### config.mk
export PLATFORM = sky130hd
export DESIGN_NAME = ispa_recip
export DESIGN_NICKNAME = d
export VERILOG_FILES = /design/src/hw/rtl/ispa_pkg.sv /design/src/hw/rtl/ispa_recip.sv
export SDC_FILE = /design/constraint.sdc
export NUM_CORES = 1
export LEC_CHECK = 0
export BUFFER_PORTS_ARGS = -buffer_cell sky130_fd_sc_hd__buf_4
export CORE_MARGIN = 2
export CORE_UTILIZATION = 29
export DETAILED_ROUTE_END_ITERATION = 6
export GPL_ROUTABILITY_DRIVEN = 0
export HOLD_SLACK_MARGIN = 0.02
export PLACE_DENSITY = 0.56
export REMOVE_ABC_BUFFERS = 1
export SYNTH_ARGS = -nofsm -noshare
export SYNTH_HDL_FRONTEND = slang
export SYNTH_SLANG_ARGS = --single-unit
export TNS_END_PERCENT = 5
### constraint.sdc
create_clock -name clk -period 10.62 [get_ports clk]
set_clock_uncertainty 0.2 [all_clocks]
set_input_delay 0.531 -clock clk [delete_from_list [all_inputs] [get_ports clk]]
set_output_delay 0.531 -clock clk [all_outputs]
set_load 0.01 [all_outputs]
### src/hw/rtl/ispa_pkg.sv
// ----------------------------------------------------------------------------
// ispa_pkg
// Shared types, constants and Q12.20 arithmetic helpers for the stencil
// preconditioner apply block.
// ----------------------------------------------------------------------------
package ispa_pkg;

	localparam int DW     = 32;
	localparam int FRAC   = 20;
	localparam int DIM    = 16;
	localparam int CW     = $clog2(DIM);
	localparam int SZW    = CW + 1;
	localparam int IDXW   = 3 * CW;
	localparam int NPTS   = DIM * DIM * DIM;
	localparam int NSTORE = 12;
	localparam int STW    = 4;
	localparam int MAW    = STW + IDXW;
	localparam int MDEPTH = NSTORE * NPTS;
	localparam int QW     = 2 * FRAC + 1;
	localparam int QCW    = $clog2(QW);
	localparam int NLD    = 8;
	localparam int PCW    = 5;

	typedef logic signed [DW-1:0] word_t;
	typedef logic [IDXW-1:0]      idx_t;
	typedef logic [MAW-1:0]       maddr_t;
	typedef logic [CW-1:0]        coord_t;
	typedef logic [SZW-1:0]       size_t_t;

	localparam word_t VMAX = {1'b0, {(DW-1){1'b1}}};
	localparam word_t VMIN = {1'b1, {(DW-1){1'b0}}};
	localparam size_t_t DIM_SZ = SZW'(DIM);

	typedef enum logic [STW-1:0] {
		ST_WEST, ST_SOUTH, ST_DOWN, ST_DIAG, ST_EAST, ST_NORTH, ST_UP,
		ST_RHS, ST_RECIP, ST_Y, ST_RESID, ST_Z
	} store_t;

	typedef enum logic [1:0] {OPC_LOAD, OPC_SOLVE, OPC_READ} opc_t;

	typedef enum logic [1:0] {CFG_SWEEP, CFG_SIZE_X, CFG_SIZE_Y, CFG_SIZE_Z} cfg_reg_t;

	typedef enum logic [3:0] {
		AO_NOP, AO_LDA, AO_SUBA, AO_LDB, AO_MULB, AO_SUBB, AO_ADDB, AO_BSUBA,
		AO_CLRA, AO_WR
	} alu_op_t;

	typedef enum logic [2:0] {DIR_SELF, DIR_W, DIR_S, DIR_D, DIR_E, DIR_N, DIR_U} dir_t;

	typedef enum logic [2:0] {
		S_CLR, S_IDLE, S_LOAD, S_DIVW, S_READ, S_ISSUE, S_EXEC, S_FIN
	} state_t;

	typedef struct packed {
		alu_op_t op;
		store_t  st;
		logic    nb;
		dir_t    grp;
		logic    last;
	} uop_t;

	typedef struct packed {
		logic    we;
		maddr_t  waddr;
		word_t   wdata;
		maddr_t  raddr;
	} mem_req_t;

	typedef struct packed {
		logic    en;
		alu_op_t op;
	} alu_ctrl_t;

	function automatic word_t qadd(word_t a, word_t b);
		logic [DW:0] s;
		s = {a[DW-1], a} + {b[DW-1], b};
		if (s[DW] != s[DW-1]) return s[DW] ? VMIN : VMAX;
		return word_t'(s[DW-1:0]);
	endfunction

	function automatic word_t qsub(word_t a, word_t b);
		logic [DW:0] s;
		s = {a[DW-1], a} - {b[DW-1], b};
		if (s[DW] != s[DW-1]) return s[DW] ? VMIN : VMAX;
		return word_t'(s[DW-1:0]);
	endfunction

	// exact product, floor shift by FRAC, saturate
	function automatic word_t qmul(word_t a, word_t b);
		logic signed [2*DW-1:0]    p;
		logic [2*DW-FRAC-1:0]      s;
		logic [2*DW-FRAC-DW:0]     hi;
		p  = a * b;
		s  = p[2*DW-1:FRAC];
		hi = s[2*DW-FRAC-1:DW-1];
		if ((&hi) || !(|hi)) return word_t'(s[DW-1:0]);
		return s[2*DW-FRAC-1] ? VMIN : VMAX;
	endfunction

	function automatic uop_t mk(alu_op_t op, store_t st, logic nb, dir_t grp, logic last);
		uop_t u;
		u.op   = op;
		u.st   = st;
		u.nb   = nb;
		u.grp  = grp;
		u.last = last;
		return u;
	endfunction

	function automatic store_t dir_coef(dir_t d);
		store_t s;
		unique case (d)
			DIR_W:   s = ST_WEST;
			DIR_S:   s = ST_SOUTH;
			DIR_D:   s = ST_DOWN;
			DIR_E:   s = ST_EAST;
			DIR_N:   s = ST_NORTH;
			DIR_U:   s = ST_UP;
			default: s = ST_DIAG;
		endcase
		return s;
	endfunction

	// coef * v[nb] * recip[nb], folded into acc by fin
	function automatic uop_t term4(logic [3:0] g, logic upper, store_t vst, alu_op_t fin);
		dir_t d;
		uop_t u;
		case (g[3:2])
			2'd0:    d = upper ? DIR_E : DIR_W;
			2'd1:    d = upper ? DIR_N : DIR_S;
			default: d = upper ? DIR_U : DIR_D;
		endcase
		case (g[1:0])
			2'd0:    u = mk(AO_LDB, dir_coef(d), 1'b0, d, 1'b0);
			2'd1:    u = mk(AO_MULB, vst, 1'b1, d, 1'b0);
			2'd2:    u = mk(AO_MULB, ST_RECIP, 1'b1, d, 1'b0);
			default: u = mk(fin, ST_Y, 1'b0, d, 1'b0);
		endcase
		return u;
	endfunction

	// micro-program of one point; kind = {upper, pass}
	function automatic uop_t uprog(logic [1:0] kind, logic [PCW-1:0] pc);
		uop_t u;
		logic [PCW-1:0] g;
		u = mk(AO_NOP, ST_Y, 1'b0, DIR_SELF, 1'b0);
		g = '0;
		case (kind)
			2'b00: begin
				case (pc) inside
					5'd0:      u = mk(AO_LDA, ST_RHS, 1'b0, DIR_SELF, 1'b0);
					5'd1:      u = mk(AO_SUBA, ST_Y, 1'b0, DIR_SELF, 1'b0);
					[5'd2:5'd13]: begin
						g = pc - 5'd2;
						u = term4(g[3:0], 1'b0, ST_Y, AO_SUBB);
					end
					5'd14:     u = mk(AO_WR, ST_RESID, 1'b0, DIR_SELF, 1'b1);
					default:   u = mk(AO_NOP, ST_Y, 1'b0, DIR_SELF, 1'b0);
				endcase
			end
			2'b01: begin
				case (pc) inside
					5'd0:      u = mk(AO_LDA, ST_RESID, 1'b0, DIR_SELF, 1'b0);
					[5'd2:5'd13]: begin
						g = pc - 5'd2;
						u = term4(g[3:0], 1'b0, ST_RESID, AO_SUBB);
					end
					5'd14:     u = mk(AO_LDB, ST_Y, 1'b0, DIR_SELF, 1'b0);
					5'd15:     u = mk(AO_ADDB, ST_Y, 1'b0, DIR_SELF, 1'b0);
					5'd16:     u = mk(AO_WR, ST_Y, 1'b0, DIR_SELF, 1'b1);
					default:   u = mk(AO_NOP, ST_Y, 1'b0, DIR_SELF, 1'b0);
				endcase
			end
			2'b10: begin
				case (pc)
					5'd0:    u = mk(AO_LDA, ST_Y, 1'b0, DIR_SELF, 1'b0);
					5'd1:    u = mk(AO_LDB, ST_Z, 1'b0, DIR_SELF, 1'b0);
					5'd2:    u = mk(AO_MULB, ST_DIAG, 1'b0, DIR_SELF, 1'b0);
					5'd3:    u = mk(AO_SUBB, ST_Y, 1'b0, DIR_SELF, 1'b0);
					5'd4:    u = mk(AO_LDB, ST_EAST, 1'b0, DIR_E, 1'b0);
					5'd5:    u = mk(AO_MULB, ST_Z, 1'b1, DIR_E, 1'b0);
					5'd6:    u = mk(AO_SUBB, ST_Y, 1'b0, DIR_E, 1'b0);
					5'd7:    u = mk(AO_LDB, ST_NORTH, 1'b0, DIR_N, 1'b0);
					5'd8:    u = mk(AO_MULB, ST_Z, 1'b1, DIR_N, 1'b0);
					5'd9:    u = mk(AO_SUBB, ST_Y, 1'b0, DIR_N, 1'b0);
					5'd10:   u = mk(AO_LDB, ST_UP, 1'b0, DIR_U, 1'b0);
					5'd11:   u = mk(AO_MULB, ST_Z, 1'b1, DIR_U, 1'b0);
					5'd12:   u = mk(AO_SUBB, ST_Y, 1'b0, DIR_U, 1'b0);
					5'd13:   u = mk(AO_WR, ST_RESID, 1'b0, DIR_SELF, 1'b1);
					default: u = mk(AO_NOP, ST_Y, 1'b0, DIR_SELF, 1'b0);
				endcase
			end
			default: begin
				case (pc) inside
					5'd0:      u = mk(AO_CLRA, ST_Y, 1'b0, DIR_SELF, 1'b0);
					[5'd1:5'd12]: begin
						g = pc - 5'd1;
						u = term4(g[3:0], 1'b1, ST_RESID, AO_ADDB);
					end
					5'd13:     u = mk(AO_LDB, ST_RESID, 1'b0, DIR_SELF, 1'b0);
					5'd14:     u = mk(AO_BSUBA, ST_Y, 1'b0, DIR_SELF, 1'b0);
					5'd15:     u = mk(AO_MULB, ST_RECIP, 1'b0, DIR_SELF, 1'b0);
					5'd16:     u = mk(AO_LDA, ST_Z, 1'b0, DIR_SELF, 1'b0);
					5'd17:     u = mk(AO_ADDB, ST_Y, 1'b0, DIR_SELF, 1'b0);
					5'd18:     u = mk(AO_WR, ST_Z, 1'b0, DIR_SELF, 1'b1);
					default:   u = mk(AO_NOP, ST_Y, 1'b0, DIR_SELF, 1'b0);
				endcase
			end
		endcase
		return u;
	endfunction

endpackage

### src/hw/rtl/ispa_recip.sv
// ----------------------------------------------------------------------------
// ispa_recip
// Restoring divider: 2^40 / diag, one quotient bit per cycle, saturated.
// ----------------------------------------------------------------------------
module ispa_recip (
	input  logic            clk,
	input  logic            arst_n,
	input  logic            start,
	input  ispa_pkg::word_t diag,
	output logic            done,
	output ispa_pkg::word_t recip
);

	logic                         run_q;
	logic                         done_q;
	logic [ispa_pkg::QCW-1:0]     cnt_q;
	logic [ispa_pkg::DW-1:0]      md_q;
	logic [ispa_pkg::DW-1:0]      rem_q;
	logic [ispa_pkg::QW-1:0]      quo_q;
	logic                         neg_q;
	logic                         zero_q;
	logic [ispa_pkg::DW:0]        trial;
	logic                         qbit;
	logic [ispa_pkg::QW-ispa_pkg::DW:0] qhi;

	always_comb begin
		// dividend is a single one at its top bit
		trial = {rem_q, cnt_q == '0};
		qbit  = trial >= {1'b0, md_q};
	end

	always_ff @(posedge clk or negedge arst_n) begin
		if (!arst_n) begin
			run_q  <= 1'b0;
			done_q <= 1'b0;
			cnt_q  <= '0;
		end else if (start) begin
			run_q  <= 1'b1;
			done_q <= 1'b0;
			cnt_q  <= '0;
		end else if (run_q) begin
			cnt_q <= cnt_q + 1'b1;
			if (cnt_q == ispa_pkg::QCW'(ispa_pkg::QW - 1)) begin
				run_q  <= 1'b0;
				done_q <= 1'b1;
			end
		end
	end

	always_ff @(posedge clk) begin
		if (start) begin
			md_q   <= diag[ispa_pkg::DW-1] ? ispa_pkg::DW'(-diag) : ispa_pkg::DW'(diag);
			neg_q  <= diag[ispa_pkg::DW-1];
			zero_q <= diag == '0;
			rem_q  <= '0;
			quo_q  <= '0;
		end else if (run_q) begin
			rem_q <= qbit ? ispa_pkg::DW'(trial - {1'b0, md_q}) : trial[ispa_pkg::DW-1:0];
			quo_q <= {quo_q[ispa_pkg::QW-2:0], qbit};
		end
	end

	always_comb begin
		qhi = quo_q[ispa_pkg::QW-1:ispa_pkg::DW-1];
		if (zero_q) begin
			recip = ispa_pkg::VMAX;
		end else if (|qhi) begin
			recip = neg_q ? ispa_pkg::VMIN : ispa_pkg::VMAX;
		end else if (neg_q) begin
			recip = ispa_pkg::word_t'(-{1'b0, quo_q[ispa_pkg::DW-2:0]});
		end else begin
			recip = ispa_pkg::word_t'({1'b0, quo_q[ispa_pkg::DW-2:0]});
		end
	end

	assign done = done_q;

endmodule

==> results.json <==
{
  "yosysWarnings": 0,
  "grt-ovfl-total": 0,
  "wl_per_cell_um": 14.8,
  "die_area_mm2": 0.0284,
  "fin_area_mm2": 0.00921,
  "synth_edf_count": 34,
  "synth.distinct_cells": 64,
  "yosysSeqAreaShare": 0.342,
  "timing.rr.start": "cnt_q[0]",
  "tightest_slew_ns": 0.791,
  "viasPerCell": 5.10,
  "peakVddDrop_uv": 78.8,
  "cts.sinks": 115,
  "ys.flop_type": "dfxtp_1",
  "critPathKind": "flop to output port",
  "async_reset_ff_frac": 0.0696,
  "rsz0062_at_grt": "false",
  "mostFrequentLayoutCell": "nor2_1",
  "reg2reg_depth": 15,
  "start_kind": "flop",
  "ios": 68,
  "drtPass1Iterations": 5,
  "reg2reg_slack_ns": 6.61,
  "postRouteAntennaNets": 0,
  "core_area_mm2": 0.0267,
  "drive_above_1_share": 0.120,
  "status": "finished clean",
  "cp.required_ns": 9.89,
  "antenna_found_initial": 0,
  "n_antenna_cell": 0,
  "synth-seq-cells": 115,
  "synthCells": 958,
  "hp-start": "diag[0]",
  "cap_violations": 0,
  "maxSlewHeadroom": 0.469,
  "setup_viol": 0,
  "min_path_type": "primary input to flop",
  "grt_usage": 0.141,
  "max_clock_freq_mhz": 223,
  "final.min_clock_period_ns": 4.49,
  "drt_wl_total_um": 20000,
  "synthesis.area_mm2": 0.00785,
  "cts_buffer_depth": 2,
  "hold_depth": 1,
  "root_buffer": "clkbuf_16",
  "grt_pass1_wl_um": 32800,
  "fp.dieW_um": 168,
  "period_share": 0.423,
  "syn_area_per_cell_um2": 8.19,
  "dpl_cell_area_mm2": 0.00862,
  "critPathMaxFanout": 7,
  "nets": 1069,
  "cp_num_buf_inv": 2,
  "start_util": 0.294,
  "critPathArrivalTime_ns": 3.76,
  "num_rows": 60,
  "die_h_um": 168,
  "r2r-end": "rem_q[7]",
  "insertion_delay_ns": 0.42,
  "dp_hpwl_um": 13800,
  "seq_area_mm2": 0.00269,
  "fill_cells": 2784,
  "cts_tree": "built",
  "drt_iter0_markers": 396,
  "whs_endpoint": "md_q[0]",
  "drc_errors": 0,
  "port_buffers": 67,
  "p_leak_nw": 4.00,
  "cp_cell_sequence": "inv_1 > ha_1 > or3b_1 > nor4_4 > nand4_2 > or3_4 > or4b_4 > or3_1 > a21oi_1 > o22ai_1 > nand2b_1 > buf_4",
  "report.final.slew_viol_count": 0,
  "grt_start_max_net_pins": 66,
  "powerDensity_mw_per_mm2": 131,
  "cp-end-kind": "output port",
  "path_clk_slew_ns": 0.06,
  "fin_setup_tns_ns": 0,
  "vias": 6889,
  "post_cts_buffers": 0,
  "syn_to_final_growth_pct": 17.4,
  "cpLargestDelayFamily": "simple AND/OR/NAND/NOR gates",
  "p_total_mw": 1.21,
  "slowest_delay_ns": 0.51,
  "finalHoldViolations": 0,
  "cts_inserted_buffers": 17,
  "critPathLaunch": "quo_q[1]",
  "multiInputGateArea_mm2": 0.00475,
  "cpMaxStageDelayCell": "or4b_4",
  "layout_common_cells": "nor2_1, a21oi_1, buf_4",
  "htreeDepth": 4,
  "grt_pass1_vias": 6520
}
==> cell families after synthesis <==
| group | synth area share |
|---|---|
| AOI/OAI and AO/OA | 0.197 |
| xor gates and xnor gates | 0.0636 |
| adders and majority gates | 0.0600 |
| buffers and inverters | 0.0526 |
| DFF | 0.342 |
| muxes | 0.0756 |
| and+or+nand+nor | 0.210 |
==> power by group <==
part	switching, mW	internal, mW	total, mW
Sequential	0.00713	0.471	0.478
Combinational	0.0978	0.0742	0.172
Clock	0.217	0.339	0.556
==> how the worst max path moves through the flow <==
stage / cells past startpoint / slack [ns] / to
after floorplan: 4 / 6.49 / rem_q[30]
after CTS: 12 / 6.11 / recip[30]
after global routing: 12 / 5.90 / recip[30]
after detailed placement: 12 / 6.57 / recip[30]
after global placement: 12 / 6.63 / recip[30]
final: 12 / 6.13 / recip[30]
==> timing repair <==
action	CTS	global route
hold buffers	1	0
resized for setup	0	0
hold endpoints to repair	8	0
==> cells in the mapped netlist, drive strengths merged, types with 9 or more instances <==
cell type | number | share of area
nor2 | 119 | 0.057
a21oi | 78 | 0.050
dfxtp | 73 | 0.19
nand2 | 65 | 0.031
mux2i | 57 | 0.073
inv | 53 | 0.025
o21ai | 51 | 0.033
xnor2 | 47 | 0.052
clkbuf | 46 | 0.022
nand2b | 39 | 0.031
ha | 36 | 0.057
edfxtp | 34 | 0.13
a211oi | 24 | 0.023
nor3 | 24 | 0.015
o22ai | 18 | 0.014
nand3 | 15 | 0.0096
nand4 | 15 | 0.013
a31oi | 11 | 0.0088
a21o | 10 | 0.0096
nor2b | 10 | 0.0080
or4 | 10 | 0.011
xor2 | 10 | 0.011
buf | 9 | 0.0048
nor4 | 9 | 0.0091
o31ai | 9 | 0.0086
or3 | 9 | 0.0078
==> final cells by class <==
cell class,count,area share
Sequential cell,115,0.292
Timing Repair Buffer,75,0.0614
Inverter,54,0.0220
Clock buffer,21,0.0548
Clock inverter,11,0.00761
Tap cell,341,0.0463
Multi-Input combinational cell,734,0.516
==> registers in the layout (all words and copies together) (netlist names) <==
| signal | cells |
|---|---|
| cnt_q | 6 |
| rem_q | 32 |
| quo_q | 41 |
| zero_q | 1 |
| neg_q | 1 |
| md_q | 32 |
| done | 1 |
| run_q | 1 |
==> metrics by stage <==
stage          setup slack [ns]  cells  hold slack [ns]  utilization
6_report                   6.13   1351            0.121        0.345
5_1_grt                    5.90   1351            0.108        0.345
2_1_floorplan              6.49    903           0.0354            -
4_1_cts                    6.11   1351            0.101        0.345
3_5_place_dp               6.57   1318            0.156        0.323
3_3_place_gp               6.63   1318            0.154        0.323
==> per-layer routing <==
layer  vias to the layer above  global-route usage  part of all wire
li1                       3509                   -                 -
met1                      3259               0.184              0.48
met2                        99               0.236              0.47
met3                        22              0.0236             0.027
met4                         0              0.0525             0.020
met5                         -                   0                 0
Note: power is estimated with default switching activity, not from simulation.
